`src/rtl/fspc_pkg.sv`:
```
// ----------------------------------------------------------------------------
// fspc_pkg
// Shared constants, types and decode helpers for the five-stage core.
// ----------------------------------------------------------------------------
package fspc_pkg;

    // Store depth in words; it must be a power of two so that addresses wrap
    // by dropping the upper bits.
    localparam int MEM_WORDS = 65536;
    localparam int AW        = $clog2(MEM_WORDS);

    typedef logic [AW-1:0] addr_t;
    typedef logic [31:0]   word_t;
    typedef logic [9:0]    op_t;
    typedef logic [2:0]    ridx_t;

    localparam op_t OP_ADD  = 10'd0;
    localparam op_t OP_NOR  = 10'd1;
    localparam op_t OP_LW   = 10'd2;
    localparam op_t OP_SW   = 10'd3;
    localparam op_t OP_BEQ  = 10'd4;
    localparam op_t OP_JALR = 10'd5;
    localparam op_t OP_HALT = 10'd6;
    localparam op_t OP_NOOP = 10'd7;

    localparam word_t NOOP_WORD = 32'h01c0_0000;

    localparam logic KIND_LOAD = 1'b0;
    localparam logic KIND_TICK = 1'b1;

    function automatic op_t op_of(input word_t w);
        return w[31:22];
    endfunction

    function automatic ridx_t reg_a(input word_t w);
        return w[21:19];
    endfunction

    function automatic ridx_t reg_b(input word_t w);
        return w[18:16];
    endfunction

    function automatic logic writes_reg(input word_t w);
        return (op_of(w) == OP_ADD) || (op_of(w) == OP_NOR) || (op_of(w) == OP_LW);
    endfunction

    function automatic ridx_t dest_reg(input word_t w);
        return (op_of(w) == OP_LW) ? reg_b(w) : w[2:0];
    endfunction

endpackage

```
`src/rtl/fspc_fwd.sv`:
```
// ----------------------------------------------------------------------------
// fspc_fwd
// Operand forwarding into EX from the EX/MEM, MEM/WB and end-of-WB latches.
// ----------------------------------------------------------------------------
module fspc_fwd (
    input  fspc_pkg::ridx_t idx,
    input  fspc_pkg::word_t dflt,
    input  fspc_pkg::word_t xm_instr,
    input  fspc_pkg::word_t xm_alu,
    input  fspc_pkg::word_t mw_instr,
    input  fspc_pkg::word_t mw_data,
    input  fspc_pkg::word_t we_instr,
    input  fspc_pkg::word_t we_data,
    output fspc_pkg::word_t val
);
    import fspc_pkg::*;

    // The youngest producer wins; EX/MEM only holds a result for add and nor.
    always_comb
    begin
        priority if ((op_of(xm_instr) == OP_ADD || op_of(xm_instr) == OP_NOR)
                     && xm_instr[2:0] == idx)
        begin
            val = xm_alu;
        end
        else if (writes_reg(mw_instr) && dest_reg(mw_instr) == idx)
        begin
            val = mw_data;
        end
        else if (writes_reg(we_instr) && dest_reg(we_instr) == idx)
        begin
            val = we_data;
        end
        else
        begin
            val = dflt;
        end
    end

endmodule

```
`config.mk`:
```
export PLATFORM = sky130hd
export DESIGN_NAME = fspc_fwd
export DESIGN_NICKNAME = d
export VERILOG_FILES = /design/src/rtl/fspc_pkg.sv /design/src/rtl/fspc_fwd.sv
export SDC_FILE = /design/constraint.sdc
export NUM_CORES = 1
export LEC_CHECK = 0
export BUFFER_PORTS_ARGS = -buffer_cell sky130_fd_sc_hd__buf_2
export CORE_AREA = 10 10 93 95
export DETAILED_ROUTE_END_ITERATION = 8
export DIE_AREA = 0 0 103 105
export GPL_TIMING_DRIVEN = 0
export PLACE_DENSITY = 0.81
export SLEW_MARGIN = 20
export SYNTH_ARGS = -nofsm -noshare
export SYNTH_HDL_FRONTEND = slang
export SYNTH_SLANG_ARGS = --single-unit
```
`constraint.sdc`:
```
create_clock -name vclk -period 2.45
set_input_delay 0.245 -clock vclk [all_inputs]
set_output_delay 0.245 -clock vclk [all_outputs]
set_load 0.005 [all_outputs]
```
==> impl_metrics.csv <==
group,metric,value,unit
setup_path,crit_path_start_kind,"primary input",
die,die-area,10800,µm²
sta,worst_pin_slew,0.447,ns
setup_path,worstPathArrival,2.56,ns
logic_synthesis,synthCells,189,
setup_path,critPathSlowestCell,"or4_4",
layout,antenna_cells,0,
place,pre_cts_slack,-0.568,ns
die,initial_core_util,22.5,%
logic_synthesis,syn-cell-area,1520,µm²
global_routing,grt_pass1_wl,13200,µm
die,die_y,105,µm
layout,drive_gt1_share,70.7,%
setup_path,max_stage_delay,0.56,ns
layout,nets,635,
routing,vias_per_cell,4.83,
setup_path,cp_max_fo,10,
place,portBuffers,207,
routing,first_pass_iters,4,
logic_synthesis,synth_nets,416,
setup_path,path_class,"primary input to output port",
power,leakage,0.00157,µW
flow_run,cap_violations,0,
sta,setup-violations-final,32,
layout,syn_to_final_growth,102,%
place,gp_congestion,0.838,
die,die_x,103,µm
routing,via_count,2349,
power,vdd_drop_max,0.0685,mV
logic_synthesis,synth_top_cell_by_area,"a221oi_2",
setup_path,cp_num_buf_inv,4,
routing,postRouteAntennaNets,0,
sta,rsz0062_at_grt,"true",
place,postPlaceCellArea,2670,µm²
logic_synthesis,synth_area_leaders,"a221oi_2, mux2i_1, inv_1",
layout,num-clock-buffers,0,
setup_path,worst_setup_path_end_kind,"output port",
layout,post-route-cell-area,3070,µm²
sta,hold_viol_final,0,
routing,drt_iter0_markers,26,
routing,wire_per_inst,18.3,µm
power,power_density,104,nW/µm²
sta,slew_viol_final,0,
logic_synthesis,ys_warn_count,0,
setup_path,cp_data_required_time,2.20,ns
logic_synthesis,yosysMostFrequentCell,"inv_1",
setup_path,cp_top_family,"multiplexers",
sta,fin_crit_sh,114,%
logic_synthesis,synth_cell_types,36,
place,dp_hpwl,7280,µm
die,num_rows,30,
layout,seq_cell_count,0,
global_routing,track_usage,14.4,%
routing,wl,8880,µm
global_routing,grt_pass1_vias,2739,
worst_hold_path,hold_path.class,"primary input to output port",
status,violations,"setup timing",
layout,regArea,0,µm²
power,power,317,µW
sta,max_freq,357,MHz
routing,drcViolationCount,0,
sta,relSlewSlack,70.2,%
logic_synthesis,ys_seq_area_share,0,%
sta,fin_crit,2.80,ns
die,ioPinCount,259,
logic_synthesis,yosys-top-cells-count,"inv_1, mux2i_1, nor2_1",
setup_path,path_cells,"buf_2 > or4_4 > nor3_4 > mux2i_2 > mux2i_4 > buf_12 > buf_12 > mux2i_1 > a221oi_4 > buf_2",
sta,layout_setup_ws,-0.351,ns
logic_synthesis,avgSynthCellArea,8.03,µm²
die,core_area,6760,µm²
global_routing,overflow,0,
logic_synthesis,synth_top_area_share,29.7,%
global_routing,grt_max_degree,11,
status,status,"complete, but fails checks",
global_routing,antenna_found_initial,0,
==> per-layer routing <==
layer  up-vias  global-route usage (%)  routed length [µm]
li1       1145                       -                   -
met1      1057                    15.3                3330
met2       145                    28.3                4580
met3         2                    3.69                 952
met4         0                   0.696                  19
met5         -                       0                   0
==> report_power, final <==
group          switching, µW  internal [µW]
combinational            128            189
sequential                 0              0
clock                      0              0
==> worst paths after layout <==
path,startpoint,to,depth (start not counted)
min,mw_data[18],val[18],4
max,we_instr[28],val[23],10
==> placed cells by master (no fill, tap or decap), types with 2 or more instances in the layout <==
cell type  instances
nand2b_1           2
buf_12             6
xor2_1             3
xnor2_1            2
a221oi_2          30
nand4_1            3
clkbuf_1           3
mux2i_2           14
buf_6              6
inv_1             36
nor4_4             2
buf_4              5
buf_2            202
buf_8              4
or4_4              4
nor2b_1            3
o2111ai_1          2
mux2i_1           20
nor2_1            34
buf_16             3
a221oi_4           2
==> kinds of logic after synthesis <==
group / share of synthesized area (%)
buffers and inverters: 16.8
AOI/OAI and AO/OA: 36.6
and+or+nand+nor: 20.4
muxes: 23.3
xor gates and xnor gates: 2.89
==> cell type report <==
class | count | area, µm²
Tap cell | 80 | 100
Timing Repair Buffer | 218 | 1250
Fill cell | 644 | 3690
Inverter | 36 | 135
Multi-Input combinational cell | 140 | 1420
Buffer | 12 | 168
==> timing repair <==
action / in CTS / in global routing
hold buffers: 0 / 0
gates cloned: 3 / 1
resized for setup: 30 / 27
hold endpoints to repair: 0 / 0
pin swaps: 7 / 8
setup endpoints to repair: 32 / 32
setup buffers: 4 / 3
==> metrics by stage <==
stage          setup TNS, ns  util [%]  instances  hold slack (ns)
3_3_place_gp          -14.07      39.6        476            0.806
6_report               -9.80      45.4        486            0.809
2_1_floorplan         -0.509         -        189            0.586
4_1_cts               -10.84      43.2        483            0.810
5_1_grt               -12.57      45.4        486            0.825
3_5_place_dp          -16.31      39.6        476            0.810
Power figures use the tool's default switching activity.
